<file path="config.mk">
export PLATFORM = sky130hd
export DESIGN_NAME = turn_signal_brake_gate_top
export DESIGN_NICKNAME = d
export VERILOG_FILES = /design/src/tsbg_pkg.sv /design/src/turn_signal_brake_gate_top.sv
export SDC_FILE = /design/constraint.sdc
export NUM_CORES = 1
export LEC_CHECK = 0
export BUFFER_PORTS_ARGS = -buffer_cell sky130_fd_sc_hd__buf_2
export CORE_MARGIN = 5
export CORE_UTILIZATION = 66
export CTS_CLUSTER_SIZE = 28
export DETAILED_ROUTE_END_ITERATION = 7
export PLACE_DENSITY = 0.83
export SYNTH_ARGS = -nofsm -noshare
export SYNTH_HDL_FRONTEND = slang
export SYNTH_SLANG_ARGS = --single-unit
</file>
<file path="constraint.sdc">
create_clock -name clk -period 7.86 [get_ports clk]
set_input_delay 1.572 -clock clk [delete_from_list [all_inputs] [get_ports clk]]
set_output_delay 1.572 -clock clk [all_outputs]
set_load 0.1 [all_outputs]
</file>
<file path="src/tsbg_pkg.sv">
// ----------------------------------------------------------------------------
// tsbg_pkg: shared types and constants for the turn signal brake gate
// Payload structs, register indexes and reset values.
// ----------------------------------------------------------------------------
package tsbg_pkg;

  localparam int TICK_BITS_DEFAULT = 32;

  localparam int CFG_W     = 16;
  localparam int CFG_IDX_W = 1;

  localparam logic [CFG_IDX_W-1:0] REG_TURN_WINDOW = 1'd0;
  localparam logic [CFG_IDX_W-1:0] REG_BRAKE_GAP   = 1'd1;

  localparam logic [CFG_W-1:0] TURN_WINDOW_RESET = 16'd80;
  localparam logic [CFG_W-1:0] BRAKE_GAP_RESET   = 16'd5;

  typedef struct packed {
    logic tick;
    logic left_turn_level;
    logic right_turn_level;
    logic brake_level;
  } in_item_t;

  typedef struct packed {
    logic left_suppress;
    logic right_suppress;
  } out_item_t;

endpackage

</file>
<file path="src/turn_signal_brake_gate_top.sv">
// ----------------------------------------------------------------------------
// turn_signal_brake_gate_top: turn lamp gating against brake lamp
// Tracks falling edges of the turn and brake lines on a tick counter and
// flags a turn output for suppression while braking.
// ----------------------------------------------------------------------------
// Result: registered, valid in the cycle after the input transfer.
// Throughput: one item per cycle; the result register drains while the next
//   item is taken, so a stall on the output only blocks when it is full.
// Reset (rst, synchronous): tick count, fall times and line history clear to
//   zero, window and gap registers load 80 and 5, no result pending.
module turn_signal_brake_gate_top #(
  parameter int TICK_BITS = tsbg_pkg::TICK_BITS_DEFAULT
) (
  input  logic                                 clk,
  input  logic                                 rst,
  input  logic                                 in_valid,
  output logic                                 in_ready,
  input  tsbg_pkg::in_item_t                   in_data,
  output logic                                 out_valid,
  input  logic                                 out_ready,
  output tsbg_pkg::out_item_t                  out_data,
  input  logic                                 cfg_we,
  input  logic [tsbg_pkg::CFG_IDX_W-1:0]       cfg_index,
  input  logic [tsbg_pkg::CFG_W-1:0]           cfg_data
);
  import tsbg_pkg::*;

  localparam int CMP_W = (TICK_BITS > CFG_W) ? TICK_BITS : CFG_W;

  logic [CFG_W-1:0]     turn_window;
  logic [CFG_W-1:0]     brake_gap;
  logic [TICK_BITS-1:0] tick_count;
  logic [TICK_BITS-1:0] tick_count_inc;
  logic [TICK_BITS-1:0] left_fall;
  logic [TICK_BITS-1:0] right_fall;
  logic [TICK_BITS-1:0] brake_fall;
  logic [2:0]           prev_levels;

  logic [TICK_BITS-1:0] tick_count_next;
  logic                 accept;
  logic                 left_ok;
  logic                 right_ok;
  logic                 left_fell;
  logic                 right_fell;
  logic                 brake_fell;

  // Side allowed while braking: edge younger than window and far enough
  // from the brake edge (the gap is compared with the magnitude of the signed difference).
  function automatic logic side_ok(input logic [TICK_BITS-1:0] fall,
                                   input logic [TICK_BITS-1:0] now,
                                   input logic [TICK_BITS-1:0] bfall,
                                   input logic [CFG_W-1:0]     window,
                                   input logic [CFG_W-1:0]     gap);
    logic [TICK_BITS-1:0] age;
    logic [TICK_BITS-1:0] diff;
    logic [TICK_BITS-1:0] span;
    logic                 young;
    logic                 apart;
    age   = now - fall;
    diff  = fall - bfall;
    span  = diff[TICK_BITS-1] ? (~diff + TICK_BITS'(1)) : diff;
    young = CMP_W'(age) < CMP_W'(window);
    apart = CMP_W'(span) > CMP_W'(gap);
    return young && apart;
  endfunction

  assign accept   = in_valid && in_ready;
  assign in_ready = !out_valid || out_ready;

  assign tick_count_inc  = tick_count + TICK_BITS'(1);
  assign tick_count_next = in_data.tick ? tick_count_inc : tick_count;

  always_comb begin
    left_ok  = !in_data.brake_level ||
               side_ok(left_fall, tick_count_next, brake_fall, turn_window, brake_gap);
    right_ok = !in_data.brake_level ||
               side_ok(right_fall, tick_count_next, brake_fall, turn_window, brake_gap);
    left_fell  = prev_levels[0] && !in_data.left_turn_level;
    right_fell = prev_levels[1] && !in_data.right_turn_level;
    brake_fell = prev_levels[2] && !in_data.brake_level;
  end

  always_ff @(posedge clk) begin
    if (rst) begin
      turn_window <= TURN_WINDOW_RESET;
      brake_gap   <= BRAKE_GAP_RESET;
    end else if (cfg_we) begin
      case (cfg_index)
        REG_TURN_WINDOW: turn_window <= cfg_data;
        REG_BRAKE_GAP:   brake_gap   <= cfg_data;
        default: ;
      endcase
    end
  end

  always_ff @(posedge clk) begin
    if (rst) begin
      tick_count  <= '0;
      left_fall   <= '0;
      right_fall  <= '0;
      brake_fall  <= '0;
      prev_levels <= '0;
    end else if (accept) begin
      tick_count <= tick_count_next;
      if (left_fell)  left_fall  <= tick_count_next;
      if (right_fell) right_fall <= tick_count_next;
      if (brake_fell) brake_fall <= tick_count_next;
      prev_levels <= {in_data.brake_level, in_data.right_turn_level,
                      in_data.left_turn_level};
    end
  end

  always_ff @(posedge clk) begin
    if (rst) begin
      out_valid <= 1'b0;
    end else if (accept) begin
      out_valid <= 1'b1;
    end else if (out_ready) begin
      out_valid <= 1'b0;
    end
  end

  always_ff @(posedge clk) begin
    if (accept) begin
      out_data.left_suppress  <= !left_ok;
      out_data.right_suppress <= !right_ok;
    end
  end

`ifndef SYNTHESIS
  // no brake on the transfer means nothing is suppressed
  a_no_brake_pass: assert property (@(posedge clk) disable iff (rst)
    accept && !in_data.brake_level |=> out_data == '0)
    else $error("suppress set without brake");

  // zero window blocks both turns while braking
  a_zero_window: assert property (@(posedge clk) disable iff (rst)
    accept && in_data.brake_level && turn_window == '0 |=>
      out_data.left_suppress && out_data.right_suppress)
    else $error("turn allowed with zero window");

  // tick count moves by at most one per cycle
  a_tick_step: assert property (@(posedge clk) disable iff (rst)
    1'b1 |=> tick_count == $past(tick_count) ||
             tick_count == $past(tick_count) + TICK_BITS'(1))
    else $error("tick count jumped");

  // a brake fall stamps the brake fall time with the updated tick count
  a_fall_stamp: assert property (@(posedge clk) disable iff (rst)
    accept && brake_fell |=> brake_fall == tick_count)
    else $error("brake fall time not stamped");

  // line history and tick count are frozen without a transfer
  a_hist_hold: assert property (@(posedge clk) disable iff (rst)
    !accept |=> $stable(prev_levels) && $stable(tick_count))
    else $error("state changed without transfer");
`endif

endmodule
</file>
Word-level counts from Yosys, hierarchy flattened
Cells that the tools add are included.
{ "word_totals": {"ff_bits": 166, "inputBits": 26, "output_inout_bits": 4} }
{ "classes": {"addsub": 7, "magnitude_cmp": 4, "muxes": 5, "n_bitwise": 3, "n_reduce_logical": 21} }
{ "ops": {"columns": ["cell", "count"], "rows": [
  ["$sub 32x32->32", 4],
  ["$add 32x1->32 const B", 3],
  ["$mux 32", 3],
  ["$gt 32x16->1", 2],
  ["$lt 32x16->1", 2],
  ["$not 32->32", 2],
  ["$reduce_and 2->1", 5],
  ["$logic_and 1x1->1", 6],
  ["$logic_not 1->1", 6],
  ["$logic_or 1x1->1", 3],
  ["$mux 1", 2],
  ["$reduce_bool 2->1", 1],
  ["$not 1->1", 1]
]} }

Logic depth before layout (Yosys ltp)
Gate-level depths: netlist of run 1.
{ "depth": {"word_depth": 8, "depth_mapped": 27, "mapped_depth_nobuf": 26} }

Worst setup path after synthesis of run 1
OpenSTA, ideal clock, no wires.
{ "synth_timing": {"kind": "input-to-reg", "start": "input in_data[3] (netlist name)", "end": "register out_data[0] (netlist name), data pin", "setup_ns": 0.271, "arrival_time_ns": 6.375, "setup_slack_ns": 1.214, "cell_stages": 25, "n_path_buf": 1, "path_cell_list": "clkbuf_1 > nand4_1 > nor3_1 > and4_1 > and3_1 > and3_1 > and3_1 > and3_1 > nand3_1 > nor2_1 > xnor2_1 > inv_1 > ha_1 > inv_1 > nor3_1 > a21oi_1 > nand3_1 > or4_1 > nor4_1 > nand4_1 > a311oi_1 > o2111a_1 > o2111ai_1 > o41ai_1 > o31ai_1"} }
{ "synth_between": {"elab_chain_cells": 6} }
{ "synth_rtl": {"columns": ["item", "line_no", "source"], "rows": [
  ["start: declaration", "turn_signal_brake_gate_top.sv:18", "input tsbg_pkg::in_item_t in_data,"],
  ["$mux 32", "turn_signal_brake_gate_top.sv:71", "assign tick_count_next = in_data.tick ? tick_count_inc : tick_count;"],
  ["named net tick_count_next[30]", "turn_signal_brake_gate_top.sv:39", "logic [TICK_BITS-1:0] tick_count_next;"],
  ["$sub 32x32->32", "turn_signal_brake_gate_top.sv:59", "age = now - fall;"],
  ["$lt 32x16->1", "turn_signal_brake_gate_top.sv:62", "young = CMP_W'(age) < CMP_W'(window);"],
  ["$logic_and 1x1->1", "turn_signal_brake_gate_top.sv:64", "return young && apart;"],
  ["$logic_or 1x1->1", "turn_signal_brake_gate_top.sv:76", "right_ok = !in_data.brake_level ||"],
  ["$logic_not 1->1", "turn_signal_brake_gate_top.sv:126", "out_data.right_suppress <= !right_ok;"],
  ["end: declaration", "turn_signal_brake_gate_top.sv:21", "output tsbg_pkg::out_item_t out_data,"]
]} }
The timed path passes the listed nets, and every way through them passes these cells.
A chain may end at the register's enable or synchronous reset.

Worst setup path in the final report of run 1
Ends and elaborated chain as after synthesis.

==> results.tsv, run 1 <==
metric	value	unit
status	finished clean	
drt-total-wl	51900	µm
max_cap_violations	0	
wl_per_cell	19.3	µm
worst_slew_pin_slew	1.02	ns
r2r-start	brake_fall[3]	
syn_avg_cell_area	7.31	µm²
drc	0	
hold_buffers	0	
pwr-share-clk	24.7	%
synth_cells	2377	
rrSetupSlack	1.13	ns
final_common_cell	nor2_1	
layout.nets	2555	
cts_max_path_buffers	2	
drv_slew	0	
cp-start-kind	primary input	
die_x	172	µm
cts-htree-levels	4	
yosys.area_share.simple	23.0	%
vdd_drop_max	164	µV
synth_xor_xnor_area_share	8.07	%
cts_buffers	17	
tritoncts	built	
grt_max_degree	104	
p_int	2.03	mW
area_growth	5.06	%
synth-seq-area-share	19.2	%
power_density	196	nW/µm²
power_frac_comb	50.5	%
fmax	138	MHz
avgViaCountPerCell	6.60	
cts-root-buf	clkbuf_16	
p_switching	1.54	mW
io_buffers	29	
post-route-util	70.2	%
drt_first_pass_iters	6	
coreArea	26000	µm²
slowest_delay	0.62	ns
finalCritPeriodShare	92.1	%
cp_max_fo	6	
antenna_found_initial	0	
p_leak	7.69	nW
dieArea	29700	µm²
period_minus_slack	7.24	ns
dpl_cell_area	17600	µm²
endpoint_kind	flip-flop	
worstSetupPathType	in -> reg	
rows	59	
ios	30	
grt_overflow_total	0	
crit_slowest_cell	nor3_1	
critPathLaunch	in_data[3]	
synth_top_family_by_area	compound AO/OA/AOI/OAI gates	
ys_seq_elements	166	
slew_headroom	31.7	%
ys_types	102	
min_path_type	reg -> reg	
clk-insertion-delay-late	0.45	ns
synth_nets	2596	
worstPathRequired	8.03	ns
syn_area	17400	µm²
vias	17700	
fillers	2248	
final_area	18200	µm²
post_cts_resized	0	
ant_nets	0	
path_clk_slew	0.08	ns
crit_arrival	7.41	ns
drt_iter0_drc	1764	
gp_congestion	1.00	
synthArstFlopShare	0	%
hpwlAfterDp	41200	µm
synthAdderAreaFrac	14.1	%
rsz0062_at_grt	no	
switching_share	43.2	%
yosysWarnings	0	
first_global_vias	15900	
drive_above_1_share	5.24	%
setup_viol	0	
grt_pass1_wl	81500	µm
seqPwrFrac	24.7	%
antenna_cells	0	
initial_core_util	66.8	%
setup_tns	0	ns
ys.flop_type	dfxtp_1	
final_cell_mix	nor2_1 (248), nand2_1 (210), inv_1 (202)	
synth_edf_count	2	
grt_use_total	34.0	%
clock_skew	0.0185	ns
synth-compound-area-share	28.1	%
min_from	prev_levels[2]	
muxShareOfSynthArea	0.764	%
finalHoldViolCount	0	
die_h	172	µm
cts_setup_buffers	0	
p_total	3.58	mW
cts_sinks	166	
[per-layer routing]
metal / GRT usage [%] / share of wire [%] / vias up
li1: - / - / 8522
met1: 48.2 / 45 / 8305
met2: 54.6 / 44 / 806
met3: 5.21 / 8.9 / 85
met4: 8.44 / 2.2 / 0
met5: 0 / 0 / -
[kinds of logic after synthesis]
kind of cell,after synthesis
simple gates,821
compound gates,724
buf+inv,300
fa+ha+maj,193
flops,166
xor+xnor,160
mux,13
[per-stage QoR]
step	std cells	hold WS, ns	setup WS, ns
final	2684	0.454	0.622
after global routing	2684	0.471	0.115
after CTS	2684	0.455	0.791
after detailed placement	2652	0.444	0.382
after global placement	2652	0.436	0.622
after floorplan	2377	0.432	1.21
[path summary, 6_finish.rpt]
path	endpoint	cells past startpoint
max	out_data[0]	26
min	prev_levels[2]	2
max reg2reg	out_data[0]	23
min reg2reg	prev_levels[2]	2
[power groups by stage]
stage          combinational, mW  sequential [mW]  clock (mW)
2_1_floorplan               1.36            0.902           0
3_3_place_gp                1.70            0.903           0
3_5_place_dp                1.75            0.904           0
4_1_cts                     1.77            0.884       0.887
5_1_grt                     1.99            0.888       0.929
6_report                    1.81            0.886       0.885
[sequential cells by signal (all words and copies together) (netlist names), 2 cells and up]
| register | flops |
|---|---|
| brake_fall | 32 |
| left_fall | 32 |
| right_fall | 32 |
| tick_count | 32 |
| brake_gap | 16 |
| turn_window | 16 |
| prev_levels | 3 |
| out_data | 2 |
[layout make-up]
cell class / count / area, µm² / share of cell area [%]
multi-input cells: 1911 / 12900 / 70.6
flip-flops and latches: 166 / 3340 / 18.3
inverters: 202 / 758 / 4.15
clock buffers: 17 / 425 / 2.33
well taps: 335 / 419 / 2.30
repair buffers: 38 / 215 / 1.18
clock inverters: 15 / 204 / 1.12
[cell usage after synthesis (12+ instances only)]
cell type / number / area [µm²]
inv_1: 202 / 758
nand2b_1: 30 / 188
a21oi_1: 183 / 916
a211oi_1: 123 / 923
nor2_1: 248 / 931
o211ai_1: 23 / 173
o21ai_0: 117 / 586
nor2b_1: 27 / 169
a31oi_1: 23 / 144
or4_1: 12 / 90.1
xor2_1: 72 / 631
nand2_1: 210 / 788
a21o_1: 58 / 435
clkbuf_1: 81 / 304
ha_1: 189 / 2360
xnor2_1: 88 / 771
and3_1: 30 / 188
and2_1: 23 / 144
o21a_1: 28 / 210
dfxtp_1: 164 / 3280
nand4_1: 47 / 294
or3_1: 26 / 163
nand3_1: 56 / 280
nor3_1: 45 / 225
[critical path: cells and delay by family]
family / cells / cell delay (ns)
AND/OR/NAND/NOR: 12 / 2.64
AO/OA/AOI/OAI: 8 / 1.67
adder cells (fa/ha/maj): 2 / 0.69
XOR/XNOR: 2 / 0.55
buffers and inverters: 2 / 0.28
Power figures use the tool's default switching activity.
==> run 2, diff against run 1 <==
--- a/config.mk
+++ b/config.mk
@@ -5,6 +5,7 @@
 export SDC_FILE = /design/constraint.sdc
 export NUM_CORES = 1
 export LEC_CHECK = 0
+export ABC_AREA = 1
 export BUFFER_PORTS_ARGS = -buffer_cell sky130_fd_sc_hd__buf_2
 export CORE_MARGIN = 5
 export CORE_UTILIZATION = 66
==> run 2 against run 1 <==
Compared with the run above:
- count of clock-buffer cells in the layout stayed put
- register-to-register slack improved by 0.78 ns
- global-route usage is 6.1 points higher
- utilization grew 0.81 points
- cell count increased by 32%
- non-clock buffer count down 3
- highest routed layer unchanged
==> results.tsv, run 2 <==
metric	value	unit
ant_nets	0	
initial_core_util	67.3	%
max_cap_violations	0	
hpwlAfterDp	52500	µm
grt_pass1_wl	102000	µm
drt_iter0_drc	2238	
synthTopCellsByArea	dfxtp_1 (17%), nand2_1 (15%), ha_1 (13%)	
tritoncts	built	
power_frac_comb	61.9	%
clock_skew	0.0152	ns
die_h	179	µm
cts_max_path_buffers	2	
pwr-share-clk	18.4	%
setup_viol	0	
area_growth	5.48	%
worstSetupPathType	in -> reg	
reg2reg_depth	27	
drive_above_1_share	5.82	%
cp-start-kind	primary input	
ys_types	55	
crit_cells	21	
synth_nets	3386	
cts_sinks	166	
endpoint_kind	flip-flop	
seqPwrFrac	19.7	%
vias	21100	
clk-insertion-delay-late	0.44	ns
path_delay_family	simple AND/OR/NAND/NOR gates	
status	finished clean	
grt_overflow_total	0	
finalCritPeriodShare	77.9	%
coreArea	27900	µm²
worstPathCellList	buf_2 > o21ai_0 > inv_1 > fa_1 > nor3_1 > nor2_1 > o21ai_0 > nand3_1 > nand2_1 > xor2_1 > ha_1 > nand2_1 > inv_1 > o21ai_0 > nand4_1 > nor3_1 > nand3_1 > nor3_1 > nand4_1 > nor2_1 > a21oi_1	
reg2reg_to	out_data[0]	
p_switching	2.43	mW
finalHoldViolCount	0	
switching_share	51.9	%
slew_headroom	23.5	%
crit_path_end	out_data[1]	
wl_per_cell	18.4	µm
netlist_top_cells_count	nand2_1 (762), inv_1 (595), a21oi_1 (300)	
cts_setup_buffers	0	
path_clk_slew	0.08	ns
drv_slew	0	
grt_use_total	40.2	%
syn_avg_cell_area	5.94	µm²
ios	30	
synth_top_area_share	17.5	%
layout.nets	3382	
synth_edf_count	2	
drc	0	
antenna_cells	0	
critPathLaunch	in_data[3]	
first_global_vias	20000	
yosysMostFrequentCell	nand2_1	
drt_first_pass_iters	8	
vdd_drop_max	141	µV
rrSetupSlack	1.91	ns
ys.flop_type	dfxtp_1	
final_common_cell	nand2_1	
cts-root-buf	clkbuf_16	
ys_seq_elements	166	
gp_congestion	1.05	
crit_buf_inv	3	
cts-htree-levels	4	
fmax	163	MHz
period_minus_slack	6.13	ns
synth_top_cell_by_area	dfxtp_1	
hold_buffers	0	
avgViaCountPerCell	5.95	
slowest_delay	0.79	ns
synth-seq-area-share	17.8	%
r2r-start	brake_fall[10]	
drt-total-wl	65300	µm
grt_max_degree	85	
cts_buffers	17	
rows	61	
p_leak	11.1	nW
min_path_type	reg -> reg	
die_x	179	µm
post_cts_resized	0	
fillers	2437	
cp_max_fo	8	
synthArstFlopShare	0	%
final_cell_mix	nand2_1 (762), inv_1 (595), a21oi_1 (300)	
worstPathRequired	8.04	ns
io_buffers	29	
p_int	2.25	mW
antenna_found_initial	0	
setup_tns	0	ns
dieArea	32000	µm²
yosysWarnings	0	
post-route-util	71.0	%
crit_arrival	6.31	ns
crit_slowest_cell	o21ai_0	
rsz0062_at_grt	no	
power_density	236	nW/µm²
worst_slew_pin_slew	1.15	ns
syn_area	18800	µm²
synth_cells	3167	
-- run 2: changes by cell type after synthesis, moves of 102 or more --
cell	previous run	this run
a21oi_1	183	300
nand3_1	56	179
a211oi_1	123	7
inv_1	202	595
nand2_1	210	762
o21ai_0	117	219
-- run 2: cells by family (layout without fill, tap and decap cells) --
kind of cell,Yosys count,count (layout),share of synthesized area (%)
xor+xnor,113,113,5.38
simple gates,1427,1427,33.5
buf+inv,669,678,13.5
compound gates,599,599,16.8
flops,166,166,17.8
fa+ha+maj,193,193,13.0
-- run 2: cell type report --
class	count	area, µm²	share of cell area, %
Timing Repair Buffer	35	190	0.958
Inverter	611	2290	11.6
Sequential cell	166	3340	16.8
Tap cell	378	473	2.38
Clock buffer	17	425	2.14
Clock inverter	15	183	0.921
Multi-Input combinational cell	2332	12900	65.2
-- run 2: power by group through the flow --
stage / Sequential, mW / Combinational [mW] / Clock [mW]
2_1_floorplan: 0.933 / 2.09 / 0
6_report: 0.922 / 2.90 / 0.860
3_5_place_dp: 0.937 / 2.77 / 0
4_1_cts: 0.919 / 2.79 / 0.853
5_1_grt: 0.925 / 3.20 / 0.895
3_3_place_gp: 0.935 / 2.67 / 0
-- run 2: worst reg2reg max path: cells and delay by family, from the launching register on --
family / cells / cell delay (ns)
flip-flops: 1 / 0.32
XOR/XNOR: 1 / 0.56
AND/OR/NAND/NOR: 18 / 2.83
AO/OA/AOI/OAI: 3 / 0.38
buffers and inverters: 3 / 0.80
adder cells (fa/ha/maj): 2 / 0.81
-- run 2: metrics by stage --
stage / hold slack (ns) / power [mW] / worst slack, ns / instances / instance area (µm²)
3_5_place_dp: 0.485 / 3.71 / 1.51 / 3522 / 19200
3_3_place_gp: 0.476 / 3.61 / 1.54 / 3522 / 19200
4_1_cts: 0.499 / 4.56 / 1.96 / 3554 / 19800
5_1_grt: 0.549 / 5.01 / 1.50 / 3554 / 19800
6_report: 0.497 / 4.68 / 1.73 / 3554 / 19800
2_1_floorplan: 0.454 / 3.03 / 2.72 / 3167 / 18800
-- run 2: how the worst min path moves through the flow --
stage	start	endpoint	slack (ns)	depth (start not counted)
finish	prev_levels[0]	prev_levels[0]	0.50	2
global route	turn_window[2]	turn_window[2]	0.55	2
CTS	prev_levels[2]	prev_levels[2]	0.50	2
detailed placement	prev_levels[2]	prev_levels[2]	0.49	2
global placement	prev_levels[1]	prev_levels[1]	0.48	2
floorplan	right_fall[2]	right_fall[2]	0.45	2
-- run 2: metal layers --
layer | vias to the layer above | track usage (%) | share of wire, % | wire length [µm]
met5 | - | 0 | 0 | 0
met4 | 0 | 25.4 | 7.1 | 4670
met3 | 242 | 7.74 | 10 | 6650
met2 | 1186 | 65.6 | 44 | 28900
met1 | 9574 | 48.4 | 38 | 25100
li1 | 10100 | - | - | -
